--- src/rtl/rle_seg_pkg.sv ---
// Shared constants and types of the RLE transmit segmenter.
package rle_seg_pkg;

   localparam int FRAG_ID_COUNT = 8;
   localparam int FRAG_ID_W     = $clog2(FRAG_ID_COUNT);

   localparam int OPP_W  = 16;
   localparam int LEN_W  = 13;
   localparam int HDR_W  = 4;
   localparam int HSUM_W = 5;
   localparam int FID_W  = 3;
   localparam int CODE_W = 2;

   localparam int CSR_IDX_W  = 3;
   localparam int CSR_DATA_W = 13;

   localparam int REQ_DATA_W = 32;
   localparam int RSP_DATA_W = 56;

   typedef enum logic [CSR_IDX_W-1:0] {
      CSR_MAX_PPDU   = 3'd0,
      CSR_HDR_FULL   = 3'd1,
      CSR_HDR_START  = 3'd2,
      CSR_HDR_CONT   = 3'd3,
      CSR_HDR_END    = 3'd4,
      CSR_HDR_EXTRA  = 3'd5
   } csr_idx_type;

   typedef enum logic [CODE_W-1:0] {
      RES_SENT      = 2'd0,
      RES_EMPTY     = 2'd1,
      RES_TOO_SMALL = 2'd2
   } res_code_type;

   typedef struct packed {
      logic [0:0]       remain_is_end;
      logic [LEN_W-1:0] remain_length;
      logic [HSUM_W-1:0] header_bytes;
      logic [LEN_W-1:0] total_length;
      logic [LEN_W-1:0] payload_length;
      logic [FID_W-1:0] frag_id;
      logic             end_flag;
      logic             start_flag;
   } rsp_fields_type;

endpackage

--- src/rtl/rle_tx_segmenter.sv ---
// Top level of the RLE transmit segmenter: one PDU decision per opportunity.
//
//  channel  direction  handshake              payload
//  req      in         req_tvalid/req_tready  tdata: opportunity, head length; tuser: head_is_end
//  rsp      out        rsp_tvalid/rsp_tready  tdata: header fields and lengths; tuser: result code
//  csr      in         csr_valid/csr_ready    csr_index, csr_wdata (always ready)
//
// One item per cycle sustained while rsp_tready holds; each item passes the input register, then the result register.
// The decision logic between the two registers also advances the fragment id counter.
// Synchronous reset restores register defaults, clears the counter and empties both stages.
// A stalled rsp side holds the result; the input stage keeps accepting until both stages fill.
module rle_tx_segmenter (
   input  logic                                 clock,
   input  logic                                 reset,
   input  logic                                 req_tvalid,
   output logic                                 req_tready,
   // [15:0] opportunity_bytes, [28:16] head_length, [31:29] zero
   input  logic [rle_seg_pkg::REQ_DATA_W-1:0]   req_tdata,
   // [0] head_is_end
   input  logic                                 req_tuser,
   output logic                                 rsp_tvalid,
   input  logic                                 rsp_tready,
   // [0] start_flag, [1] end_flag, [4:2] frag_id, [17:5] payload_length,
   // [30:18] total_length, [35:31] header_bytes, [48:36] remain_length,
   // [49] remain_is_end, [55:50] zero
   output logic [rle_seg_pkg::RSP_DATA_W-1:0]   rsp_tdata,
   // [1:0] result_code
   output logic [rle_seg_pkg::CODE_W-1:0]       rsp_tuser,
   input  logic                                 csr_valid,
   output logic                                 csr_ready,
   input  logic [rle_seg_pkg::CSR_IDX_W-1:0]    csr_index,
   input  logic [rle_seg_pkg::CSR_DATA_W-1:0]   csr_wdata
);

   logic [rle_seg_pkg::LEN_W-1:0]     max_ppdu_ff;
   logic [rle_seg_pkg::HDR_W-1:0]     hdr_full_ff, hdr_start_ff, hdr_cont_ff;
   logic [rle_seg_pkg::HDR_W-1:0]     hdr_end_ff, hdr_extra_ff;
   logic [rle_seg_pkg::FRAG_ID_W-1:0] frag_cnt_ff, frag_cnt_in;

   logic                              in_valid_ff;
   logic [rle_seg_pkg::OPP_W-1:0]     opp_ff;
   logic [rle_seg_pkg::LEN_W-1:0]     len_ff;
   logic                              is_end_ff;

   logic                              out_valid_ff;
   rle_seg_pkg::rsp_fields_type       rsp_ff, rsp_in;
   rle_seg_pkg::res_code_type         code_ff, code_in;

   logic                              out_free;
   logic                              advance;
   logic                              csr_we;

   logic [rle_seg_pkg::LEN_W-1:0]     cap;
   logic [rle_seg_pkg::HSUM_W-1:0]    fit_hdr, frag_hdr;
   logic [rle_seg_pkg::LEN_W-1:0]     fit_room, seg, seg_raw;
   logic                              cap_le_fit, cap_le_frag;
   logic [rle_seg_pkg::FRAG_ID_W:0]   cnt_inc;
   logic [rle_seg_pkg::FRAG_ID_W-1:0] cnt_next;

   assign out_free   = !out_valid_ff || rsp_tready;
   assign advance    = in_valid_ff && out_free;
   assign req_tready = !in_valid_ff || out_free;
   assign csr_ready  = 1'b1;
   assign csr_we     = csr_valid && csr_ready;

   assign rsp_tvalid = out_valid_ff;
   assign rsp_tuser  = code_ff;
   assign rsp_tdata  = {{(rle_seg_pkg::RSP_DATA_W - $bits(rsp_ff)){1'b0}}, rsp_ff};

   always_comb begin
      cap = (opp_ff < {{(rle_seg_pkg::OPP_W - rle_seg_pkg::LEN_W){1'b0}}, max_ppdu_ff})
            ? opp_ff[rle_seg_pkg::LEN_W-1:0] : max_ppdu_ff;
      fit_hdr  = {1'b0, (is_end_ff ? hdr_end_ff : hdr_full_ff)} + {1'b0, hdr_extra_ff};
      frag_hdr = {1'b0, (is_end_ff ? hdr_cont_ff : hdr_start_ff)} + {1'b0, hdr_extra_ff};
      cap_le_fit  = cap <= {{(rle_seg_pkg::LEN_W - rle_seg_pkg::HSUM_W){1'b0}}, fit_hdr};
      cap_le_frag = cap <= {{(rle_seg_pkg::LEN_W - rle_seg_pkg::HSUM_W){1'b0}}, frag_hdr};
      fit_room = cap - {{(rle_seg_pkg::LEN_W - rle_seg_pkg::HSUM_W){1'b0}}, fit_hdr};
      seg_raw  = cap - {{(rle_seg_pkg::LEN_W - rle_seg_pkg::HSUM_W){1'b0}}, frag_hdr};
      seg      = (seg_raw >= len_ff) ? len_ff - 1'b1 : seg_raw;

      cnt_inc  = {1'b0, frag_cnt_ff} + 1'b1;
      cnt_next = (cnt_inc >= (rle_seg_pkg::FRAG_ID_W + 1)'(rle_seg_pkg::FRAG_ID_COUNT))
                 ? '0 : cnt_inc[rle_seg_pkg::FRAG_ID_W-1:0];

      frag_cnt_in = frag_cnt_ff;
      code_in     = rle_seg_pkg::RES_SENT;
      rsp_in      = '0;

      if (len_ff == '0) begin
         code_in = rle_seg_pkg::RES_EMPTY;
      end else if (cap_le_fit) begin
         code_in              = rle_seg_pkg::RES_TOO_SMALL;
         rsp_in.remain_length = len_ff;
         rsp_in.remain_is_end = is_end_ff;
      end else if (len_ff <= fit_room) begin
         rsp_in.payload_length = len_ff;
         rsp_in.end_flag       = 1'b1;
         rsp_in.header_bytes   = fit_hdr;
         if (is_end_ff) begin
            rsp_in.frag_id = rle_seg_pkg::FID_W'(frag_cnt_ff);
         end else begin
            rsp_in.start_flag = 1'b1;
         end
      end else if (cap_le_frag) begin
         code_in              = rle_seg_pkg::RES_TOO_SMALL;
         rsp_in.remain_length = len_ff;
         rsp_in.remain_is_end = is_end_ff;
      end else begin
         rsp_in.header_bytes   = frag_hdr;
         rsp_in.payload_length = seg;
         rsp_in.remain_length  = len_ff - seg;
         rsp_in.remain_is_end  = 1'b1;
         if (is_end_ff) begin
            rsp_in.frag_id = rle_seg_pkg::FID_W'(frag_cnt_ff);
         end else begin
            frag_cnt_in         = cnt_next;
            rsp_in.start_flag   = 1'b1;
            rsp_in.total_length = len_ff;
            rsp_in.frag_id      = rle_seg_pkg::FID_W'(cnt_next);
         end
      end
   end

   always_ff @(posedge clock) begin
      if (reset) begin
         max_ppdu_ff  <= rle_seg_pkg::LEN_W'(2048);
         hdr_full_ff  <= rle_seg_pkg::HDR_W'(2);
         hdr_start_ff <= rle_seg_pkg::HDR_W'(4);
         hdr_cont_ff  <= rle_seg_pkg::HDR_W'(2);
         hdr_end_ff   <= rle_seg_pkg::HDR_W'(2);
         hdr_extra_ff <= '0;
         frag_cnt_ff  <= '0;
         in_valid_ff  <= 1'b0;
         out_valid_ff <= 1'b0;
      end else begin
         if (csr_we) begin
            unique case (csr_index)
               rle_seg_pkg::CSR_MAX_PPDU:  max_ppdu_ff  <= csr_wdata;
               rle_seg_pkg::CSR_HDR_FULL:  hdr_full_ff  <= csr_wdata[rle_seg_pkg::HDR_W-1:0];
               rle_seg_pkg::CSR_HDR_START: hdr_start_ff <= csr_wdata[rle_seg_pkg::HDR_W-1:0];
               rle_seg_pkg::CSR_HDR_CONT:  hdr_cont_ff  <= csr_wdata[rle_seg_pkg::HDR_W-1:0];
               rle_seg_pkg::CSR_HDR_END:   hdr_end_ff   <= csr_wdata[rle_seg_pkg::HDR_W-1:0];
               rle_seg_pkg::CSR_HDR_EXTRA: hdr_extra_ff <= csr_wdata[rle_seg_pkg::HDR_W-1:0];
               default: ;
            endcase
         end
         if (req_tready) begin
            in_valid_ff <= req_tvalid;
         end
         if (out_free) begin
            out_valid_ff <= in_valid_ff;
         end
         if (advance) begin
            frag_cnt_ff <= frag_cnt_in;
         end
      end
   end

   always_ff @(posedge clock) begin
      if (req_tvalid && req_tready) begin
         opp_ff    <= req_tdata[rle_seg_pkg::OPP_W-1:0];
         len_ff    <= req_tdata[rle_seg_pkg::OPP_W +: rle_seg_pkg::LEN_W];
         is_end_ff <= req_tuser;
      end
      if (advance) begin
         rsp_ff  <= rsp_in;
         code_ff <= code_in;
      end
   end

endmodule
--- config.mk ---
export PLATFORM = sky130hd
export DESIGN_NAME = rle_tx_segmenter
export DESIGN_NICKNAME = d
export VERILOG_FILES = /design/src/rtl/rle_seg_pkg.sv /design/src/rtl/rle_tx_segmenter.sv
export SDC_FILE = /design/constraint.sdc
export NUM_CORES = 1
export LEC_CHECK = 0
export ABC_AREA = 1
export BUFFER_PORTS_ARGS = -buffer_cell sky130_fd_sc_hd__buf_2
export CAP_MARGIN = 20
export CORE_MARGIN = 5
export CORE_UTILIZATION = 48
export DETAILED_ROUTE_END_ITERATION = 10
export PLACE_DENSITY = 0.69
export SLEW_MARGIN = 20
export SYNTH_ARGS = -nofsm -noshare
export SYNTH_HDL_FRONTEND = slang
export SYNTH_SLANG_ARGS = --single-unit
--- constraint.sdc ---
create_clock -name clock -period 7.3 [get_ports clock]
set_input_delay 0 -clock clock [delete_from_list [all_inputs] [get_ports clock]]
set_output_delay 0 -clock clock [all_outputs]
set_load 0.05 [all_outputs]
# == Word level (Yosys, flattened, before mapping) ==
# Index checks and enable logic that the tools add are counted.
# op_classes
addsub,7
n_lt_le_gt_ge,6
n_eq_ne,5
muxes,21
bitwise_logic,4
reduce_logical,17
# op_table
op,count
two-way mux 14 bit,3
two-way mux 13 bit,3
two-way mux 34 bit,1
<= comparator 13 x 5 -> 1 bit,2
subtractor 13 x 5 -> 13 bit,2
less-than comparator 16 x 13 -> 1 bit,1
two-way mux 16 bit,1
greater-or-equal comparator 13 bit,1
<= comparator 13 bit,1
zero test 13 bit,1
subtractor 13 x 1 -> 13 bit (second input constant),1
subtractor 13 bit,1
AND reduction 2 bit,6
adder 4 x 4 -> 5 bit,2
two-way mux 3 bit,3
two-way mux 4 bit,2
equality test 3 x 2 -> 1 bit (second input constant),2
equality test 3 bit (second input constant),2
two-way mux 2 bit,3
two-way mux 5 bit,1
AND reduction 5 bit,1
OR reduction 5 bit,1
adder 3 x 1 -> 4 bit (second input constant),1
greater-or-equal comparator 4 bit (second input constant),1
other kinds (8),17
# totals
register_bits,120
inputBits,54
out_inout_bits,61
wordCells,81

# == Longest topological paths before layout ==
# Gate-level depths: netlist of run 1.
# logic_depth
ltp_word,9
mapped_depth,49
mapped_depth_nobuf,48

# == Worst setup path after synthesis of run 1 ==
# Ideal clock, no wire load.
# synth_timing
path_kind,register to register
startpoint,register is_end_ff
endpoint,"register rsp_ff (netlist bit rsp_tdata[48]), data pin"
setup_ns,0.253
t_arrival_ns,6.281
setup_slack_ns,0.766
path_stages_with_launch,41
n_path_buf,3
cell_sequence,edfxtp_1 -> clkbuf_1 -> inv_1 -> clkbuf_1 -> o21ai_0 -> ha_1 -> fa_1 -> xor2_1 -> inv_1 -> ha_1 -> a21oi_1 -> o21ai_0 -> a21oi_1 -> nor2_1 -> nor2_1 -> nand3_1 -> nor2_1 -> nand2_1 -> [... 5 more ...] -> nand3_1 -> clkbuf_1 -> o21ai_0 -> fa_1 -> nand3_1 -> nand2_1 -> a21oi_1 -> nor2_1 -> nor2_1 -> o21bai_1 -> nand2_1 -> nand2_1 -> a21oi_1 -> nand3_1 -> nand2_1 -> nor2_1 -> nor2_1 -> nor2_1
# synth_via
elab_chain_cells,9
# synth_rtl
item,line_no,text
"start, declared",rle_tx_segmenter.sv:43,logic is_end_ff;
"start signal, assigned",rle_tx_segmenter.sv:163,is_end_ff <= req_tuser;
two-way mux 4 bit,rle_tx_segmenter.sv:74,"frag_hdr = {1'b0, (is_end_ff ? hdr_cont_ff : hdr_start_ff)} + {1'b0, hdr_extra_ff};"
adder 4 x 4 -> 5 bit,rle_tx_segmenter.sv:74,
subtractor 13 x 5 -> 13 bit,rle_tx_segmenter.sv:78,"seg_raw = cap - {{(rle_seg_pkg::LEN_W - rle_seg_pkg::HSUM_W){1'b0}}, frag_hdr};"
greater-or-equal comparator 13 bit,rle_tx_segmenter.sv:79,seg = (seg_raw >= len_ff) ? len_ff - 1'b1 : seg_raw;
two-way mux 13 bit,rle_tx_segmenter.sv:79,
subtractor 13 bit,rle_tx_segmenter.sv:111,rsp_in.remain_length = len_ff - seg;
two-way mux 14 bit,rle_tx_segmenter.sv:104,end else if (cap_le_frag) begin
two-way mux 14 bit,rle_tx_segmenter.sv:95,end else if (len_ff <= fit_room) begin
two-way mux 14 bit *,rle_tx_segmenter.sv:91,end else if (cap_le_fit) begin
"end signal, assigned",rle_tx_segmenter.sv:166,rsp_ff <= rsp_in;
"end, declared",rle_tx_segmenter.sv:46,"rle_seg_pkg::rsp_fields_type rsp_ff, rsp_in;"
# Every way passes the cells marked *; elsewhere a longest branch is shown, timed or not.
# A chain may end at the register's enable or synchronous reset.

# == Final worst setup path of run 1 ==
# layout_timing
startpoint,register opp_ff[11] in the netlist's numbering
endpoint,"register rsp_ff (netlist bit rsp_tdata[48]), data pin"
# layout_via
elab_chain_cells,9
# layout_rtl
item,line_no,text
"start, declared",rle_tx_segmenter.sv:41,logic [rle_seg_pkg::OPP_W-1:0] opp_ff;
"start signal, assigned",rle_tx_segmenter.sv:161,opp_ff <= req_tdata[rle_seg_pkg::OPP_W-1:0];
less-than comparator 16 x 13 -> 1 bit,rle_tx_segmenter.sv:71,"cap = (opp_ff < {{(rle_seg_pkg::OPP_W - rle_seg_pkg::LEN_W){1'b0}}, max_ppdu_ff})"
two-way mux 13 bit *,rle_tx_segmenter.sv:72,? opp_ff[rle_seg_pkg::LEN_W-1:0] : max_ppdu_ff;
subtractor 13 x 5 -> 13 bit,rle_tx_segmenter.sv:78,
greater-or-equal comparator 13 bit,rle_tx_segmenter.sv:79,
two-way mux 13 bit,rle_tx_segmenter.sv:79,
subtractor 13 bit,rle_tx_segmenter.sv:111,
two-way mux 14 bit,rle_tx_segmenter.sv:104,
two-way mux 14 bit,rle_tx_segmenter.sv:95,
two-way mux 14 bit *,rle_tx_segmenter.sv:91,
# Marked as above.

==> impl_metrics.env, run 1 <==
export IMPL_grt_usage_pct=20.8
export IMPL_ys_flop_type="edfxtp_1"
export IMPL_dp_cells=1196
export IMPL_clockRootBuffer="clkbuf_16"
export IMPL_rsz0062_at_grt="false"
export IMPL_nets=1182
export IMPL_start_util_pct=48.4
export IMPL_crit_path_end_kind="flip-flop"
export IMPL_slowest_delay_ns=0.40
export IMPL_diodes=0
export IMPL_met1_length_um=8110
export IMPL_highest_layer="met4"
export IMPL_grt_overflow=0
export IMPL_tightest_slew_ns=0.920
export IMPL_drv_max_cap_violation_count=0
export IMPL_clock_power_share_pct=32.1
export IMPL_start_kind="flip-flop"
export IMPL_switchingPower_mw=0.966
export IMPL_die_y_um=136
export IMPL_critPathKind="flip-flop to flip-flop"
export IMPL_final_cell_mix="nand2_1 (145), nor2_1 (113), buf_2 (104), inv_1 (89), edfxtp_1 (82)"
export IMPL_vias=6560
export IMPL_peakVddDrop_v=0.000164
export IMPL_die_w_um=136
export IMPL_htree_levels=4
export IMPL_via_per_inst=5.12
export IMPL_combPwrFrac_pct=36.7
export IMPL_multi_input_comb_area_mm2=0.00400
export IMPL_setup_ws_ns=0.546
export IMPL_grt_pass1_vias=6294
export IMPL_seqPwrFrac_pct=31.2
export IMPL_p_int_mw=1.71
export IMPL_ios=115
export IMPL_cp_num_buf_inv=2
export IMPL_die_area_mm2=0.0185
export IMPL_initialDrtViolationCount=338
export IMPL_antenna_left=0
export IMPL_place_congestion=0.882
export IMPL_fin_skew_ns=0.0139
export IMPL_p_leak_nw=4.36
export IMPL_setup_tns_final_ns=0
export IMPL_status="finished, final reports clean"
export IMPL_yosys_warnings=0
export IMPL_row_count=46
export IMPL_antenna_found_initial=0
export IMPL_power_density_mw_per_mm2=280
export IMPL_hpwl_um=13700
export IMPL_fin_crit_sh_pct=92.5
export IMPL_cts_sinks=120
export IMPL_cp_arrival_ns=6.92
export IMPL_clockBufferDepth=2
export IMPL_core_area_mm2=0.0158
export IMPL_synth_area_per_cell_um2=8.61
export IMPL_cpLargestDelayFamily="simple AND/OR/NAND/NOR gates"
export IMPL_dp_slack_ns=0.245
export IMPL_grt_pass1_wl_um=30100
export IMPL_insertion_delay_ns=0.43
export IMPL_synthCells=887
export IMPL_final_common_cell="nand2_1"
export IMPL_register_area_mm2=0.00322
export IMPL_ys_seq_area_share_pct=42.2
export IMPL_max_freq_ghz=0.148
export IMPL_async_flop_share_pct=0
export IMPL_synth_distinct_cells=48
export IMPL_met3_length_um=881
export IMPL_slew_headroom_pct=38.6
export IMPL_hp_class="primary input to flip-flop"
export IMPL_synth_edf_count=82
export IMPL_cts_tree="yes"
export IMPL_layout_drive_gt1_share_pct=19.3
export IMPL_slew_violations=0
export IMPL_grt_max_degree=55
export IMPL_cts_buffers=17
export IMPL_synth_seq_cells=120
export IMPL_path_max_fanout=12
export IMPL_drc=0
export IMPL_nFillCells=1425
export IMPL_cp_slowest_cell="fa_1"
export IMPL_wl_per_cell_um=14.7
export IMPL_syn_area_mm2=0.00763
export IMPL_setup_viol=0
export IMPL_post_route_min_period_ns=6.75
export IMPL_crit_top_cell="nor2_1"
export IMPL_port_buffers=104
export IMPL_clkTransAtPathRegs_ns=0.05
export IMPL_switching_share_pct=36.1
export IMPL_wl_um=18900
export IMPL_fin_cells=1281
export IMPL_critical_path_required_ns=7.47
export IMPL_finalPower_mw=2.68
export IMPL_final_hold_violation_count=0
export IMPL_area_growth_pct=25.4
export IMPL_dr_pass1_iters=5
export IMPL_wl_met2_um=9490
synth_stat cells (all sizes together) (4+ instances only):
master / number / area share (%)
nand2: 165 / 9.0
nor2: 118 / 6.1
inv: 99 / 4.9
edfxtp: 82 / 32
ha: 71 / 12
o21ai: 71 / 5.1
a21oi: 68 / 4.5
dfxtp: 38 / 10
nand3: 38 / 2.7
xor2: 26 / 3.0
o22ai: 15 / 1.2
buf: 13 / 1.1
nor3: 13 / 1.1
xnor2: 13 / 1.5
clkbuf: 10 / 0.49
nand4: 9 / 0.74
nand3b: 6 / 0.59
nor4: 6 / 0.69
fa: 5 / 1.3
or2: 4 / 0.36
power by group through the flow:
stage | Sequential (mW) | Combinational, mW | Clock [mW]
detailed placement | 0.849 | 0.934 | 0
global placement | 0.849 | 0.918 | 0
floorplan | 0.965 | 0.615 | 0
finish | 0.835 | 0.981 | 0.859
CTS | 0.835 | 0.960 | 0.872
global route | 0.840 | 1.10 | 0.897
worst reg2reg max path, delay by kind of cell, from the launching register on:
family	cells	cell delay [ns]
and+or+nand+nor	25	2.93
xor gates and xnor gates	1	0.18
buffers and inverters	2	0.13
DFF	1	0.39
AOI/OAI and AO/OA	8	1.31
adders and majority gates	5	1.55
layer usage:
layer / global-route usage [%] / vias to the layer above
met5: 0 / -
met4: 7.61 / 0
met3: 4.26 / 30
met2: 36.0 / 164
met1: 25.6 / 3032
li1: - / 3334
repair_timing:
action,4_1_cts,5_1_grt
resized for setup,0,19
hold buffers,50,0
hold endpoints to repair,66,0
setup endpoints to repair,0,5
setup buffers,0,3
cells by family after synthesis:
kind of cell | synth area share (%)
AND/OR/NAND/NOR | 21.6
AO/OA/AOI/OAI | 12.2
buffers and inverters | 6.52
flip-flops | 42.2
adder cells (fa/ha/maj) | 12.9
XOR/XNOR | 4.47
other | 0.0984
per-stage QoR:
stage               util (%)  area (um^2)  hold slack [ns]
floorplan                  -         7650           0.0691
global placement        53.1         8370            0.177
detailed placement      53.1         8370            0.178
CTS                     60.1         9480           0.0140
global route            60.7         9570           0.0685
finish                  60.7         9570           0.0249
area by class of cell:
cell class	count	area share [%]
inverter	99	3.92
clock inverter	8	1.27
tap	216	2.82
timing repair buffer	164	11.5
clock buffer	24	5.03
sequential	120	33.7
multi-input combinational	650	41.8
path summary, 6_finish.rpt:
| kind | startpoint | endpoint | slack (ns) | cells after the start |
|---|---|---|---|---|
| setup reg to reg | opp_ff[11] | rsp_tdata[48] | 0.55 | 41 |
| setup / recovery | opp_ff[11] | rsp_tdata[48] | 0.55 | 41 |
| hold / removal | csr_index[1] | hdr_start_ff[2] | 0.02 | 5 |
| hold reg to reg | hdr_cont_ff[3] | hdr_cont_ff[3] | 0.45 | 2 |
sequential cells by signal, indices dropped and copies added (netlist names), 2 cells and up:
| signal | count |
|---|---|
| frag_cnt_ff | 3 |
| hdr_cont_ff | 4 |
| hdr_end_ff | 4 |
| hdr_extra_ff | 4 |
| hdr_full_ff | 4 |
| hdr_start_ff | 4 |
| len_ff | 13 |
| max_ppdu_ff | 13 |
| opp_ff | 16 |
| rsp_tdata | 50 |
| rsp_tuser | 2 |
Power figures use the tool's default switching activity.
==> inputs of run 2 (changes only) <==
- clock period: 7.3 -> 7.35 ns (I/O delays scaled with it)
==> impl_metrics.env, run 2 (synthesized netlist as in run 1, its figures left out) <==
export IMPL_status="finished, final reports clean"
export IMPL_combPwrFrac_pct=35.8
export IMPL_vias=6508
export IMPL_cts_buffers=17
export IMPL_hpwl_um=13600
export IMPL_switching_share_pct=35.5
export IMPL_post_route_min_period_ns=6.77
export IMPL_clkTransAtPathRegs_ns=0.05
export IMPL_final_cell_mix="nand2_1 (145), nor2_1 (112), buf_2 (104), inv_1 (90), edfxtp_1 (82)"
export IMPL_grt_busiest_layer="met2"
export IMPL_cts_sinks=120
export IMPL_diodes=0
export IMPL_crit_path_end_kind="flip-flop"
export IMPL_die_w_um=136
export IMPL_cp_arrival_ns=6.94
export IMPL_utilization_pct=60.9
export IMPL_tightest_slew_ns=0.931
export IMPL_final_common_cell="nand2_1"
export IMPL_ios=115
export IMPL_cp_slowest_cell="fa_1"
export IMPL_critical_path_required_ns=7.52
export IMPL_antenna_found_initial=0
export IMPL_insertion_delay_ns=0.43
export IMPL_htree_levels=4
export IMPL_grt_pass1_vias=6089
export IMPL_antenna_left=0
export IMPL_cp_num_buf_inv=2
export IMPL_switchingPower_mw=0.957
export IMPL_fin_skew_ns=0.0158
export IMPL_largest_register_ffs=50
export IMPL_area_growth_pct=25.7
export IMPL_r2r_start="opp_ff[11]"
export IMPL_grt_use_met3_pct=4.59
export IMPL_place_congestion=0.887
export IMPL_grt_usage_pct=20.5
export IMPL_slowest_delay_ns=0.41
export IMPL_slew_headroom_pct=37.9
export IMPL_via_per_inst=5.08
export IMPL_wl_um=18500
export IMPL_seqPwrFrac_pct=30.8
export IMPL_start_kind="flip-flop"
export IMPL_grt_pass1_wl_um=29600
export IMPL_slew_violations=0
export IMPL_setup_viol=0
export IMPL_cpLargestDelayFamily="simple AND/OR/NAND/NOR gates"
export IMPL_fin_crit_sh_pct=92.1
export IMPL_cp_startpoint="opp_ff[11]"
export IMPL_use_met1_pct=25.6
export IMPL_clockRootBuffer="clkbuf_16"
export IMPL_nets=1182
export IMPL_critPathKind="flip-flop to flip-flop"
export IMPL_wl_per_cell_um=14.4
export IMPL_power_density_mw_per_mm2=281
export IMPL_p_leak_nw=4.37
export IMPL_core_area_mm2=0.0158
export IMPL_worstHoldStart="csr_index[2]"
export IMPL_fin_cells=1281
export IMPL_final_hold_violation_count=0
export IMPL_grt_max_degree=55
export IMPL_hp_class="primary input to flip-flop"
export IMPL_drc=0
export IMPL_layout_drive_gt1_share_pct=19.3
export IMPL_peakVddDrop_v=0.000204
export IMPL_die_area_mm2=0.0185
export IMPL_met2_usage_pct=35.3
export IMPL_dr_pass1_iters=5
export IMPL_die_y_um=136
export IMPL_row_count=46
export IMPL_start_util_pct=48.4
export IMPL_clockBufferDepth=2
export IMPL_p_int_mw=1.74
export IMPL_cts_tree="yes"
export IMPL_dp_cells=1196
export IMPL_port_buffers=104
export IMPL_grt_overflow=0
export IMPL_path_max_fanout=13
export IMPL_drv_max_cap_violation_count=0
export IMPL_nFillCells=1418
export IMPL_max_freq_ghz=0.148
export IMPL_holdWs_ns=0.00893
export IMPL_clock_power_share_pct=33.4
export IMPL_initialDrtViolationCount=395
## run 2: changes by cell type in the layout (fill, tap and decap cells not counted), moves of 2 or more
cell / delta
clkbuf_8: -3
bufinv_16: +2
clkbuf_1: -2
clkinv_4: +2
xor2_1: +2
xor2_2: -2
## run 2: timing repair
action                                 in CTS  in global routing
hold buffers                               50                  0
setup endpoints to repair                   0                  3
buffers inserted                            0                  3
gates resized for setup                     0                 18
endpoints found under the hold margin      66                  0
## run 2: path summary, 6_finish.rpt
| kind | endpoint | slack [ns] | cells after the start |
|---|---|---|---|
| worst max-delay path | rsp_tdata[48] | 0.58 | 42 |
| worst min-delay path | hdr_end_ff[1] | 0.009 | 5 |
| worst max register to register | rsp_tdata[48] | 0.58 | 42 |
| worst min register to register | hdr_cont_ff[2] | 0.45 | 2 |
## run 2: worst reg2reg max path, delay by kind of cell, from the launching register on
| family | cells | cell delay, ns |
|---|---|---|
| adder cells (fa/ha/maj) | 5 | 1.55 |
| XOR/XNOR | 1 | 0.17 |
| AND/OR/NAND/NOR | 25 | 2.84 |
| AO/OA/AOI/OAI | 9 | 1.34 |
| flip-flops | 1 | 0.39 |
| buffers and inverters | 2 | 0.22 |
## run 2: metal layers
layer  up-vias  share of wire, %  wire length (um)
met2       175                50              9160
met3        25               5.6              1030
li1       3336                 -                 -
met5         -                 0                 0
met4         0               1.8               330
met1      2972                43              7960
## run 2: area by class of cell
class                   instances  area [um^2]  area share, %
multi-input cells             650         3990           41.6
flip-flops and latches        120         3220           33.6
repair buffers                164         1100           11.5
clock buffers                  19          433           4.51
inverters                      99          375           3.91
well taps                     216          270           2.82
clock inverters                13          203           2.11
## run 2: stage by stage
stage	cell area (um^2)	TNS (ns)	power (mW)	setup slack, ns
CTS	9510	0	2.69	0.245
global placement	8370	0	1.75	0.383
floorplan	7650	0	1.57	0.816
detailed placement	8370	0	1.77	0.277
global route	9600	-0.0131	2.86	-0.0131
finish	9600	0	2.70	0.580
## run 2: power by group through the flow
stage	Sequential [mW]	Clock, mW	Combinational, mW
2_1_floorplan	0.958	0	0.611
3_3_place_gp	0.843	0	0.912
3_5_place_dp	0.843	0	0.925
4_1_cts	0.830	0.911	0.948
5_1_grt	0.834	0.940	1.08
6_report	0.830	0.901	0.965
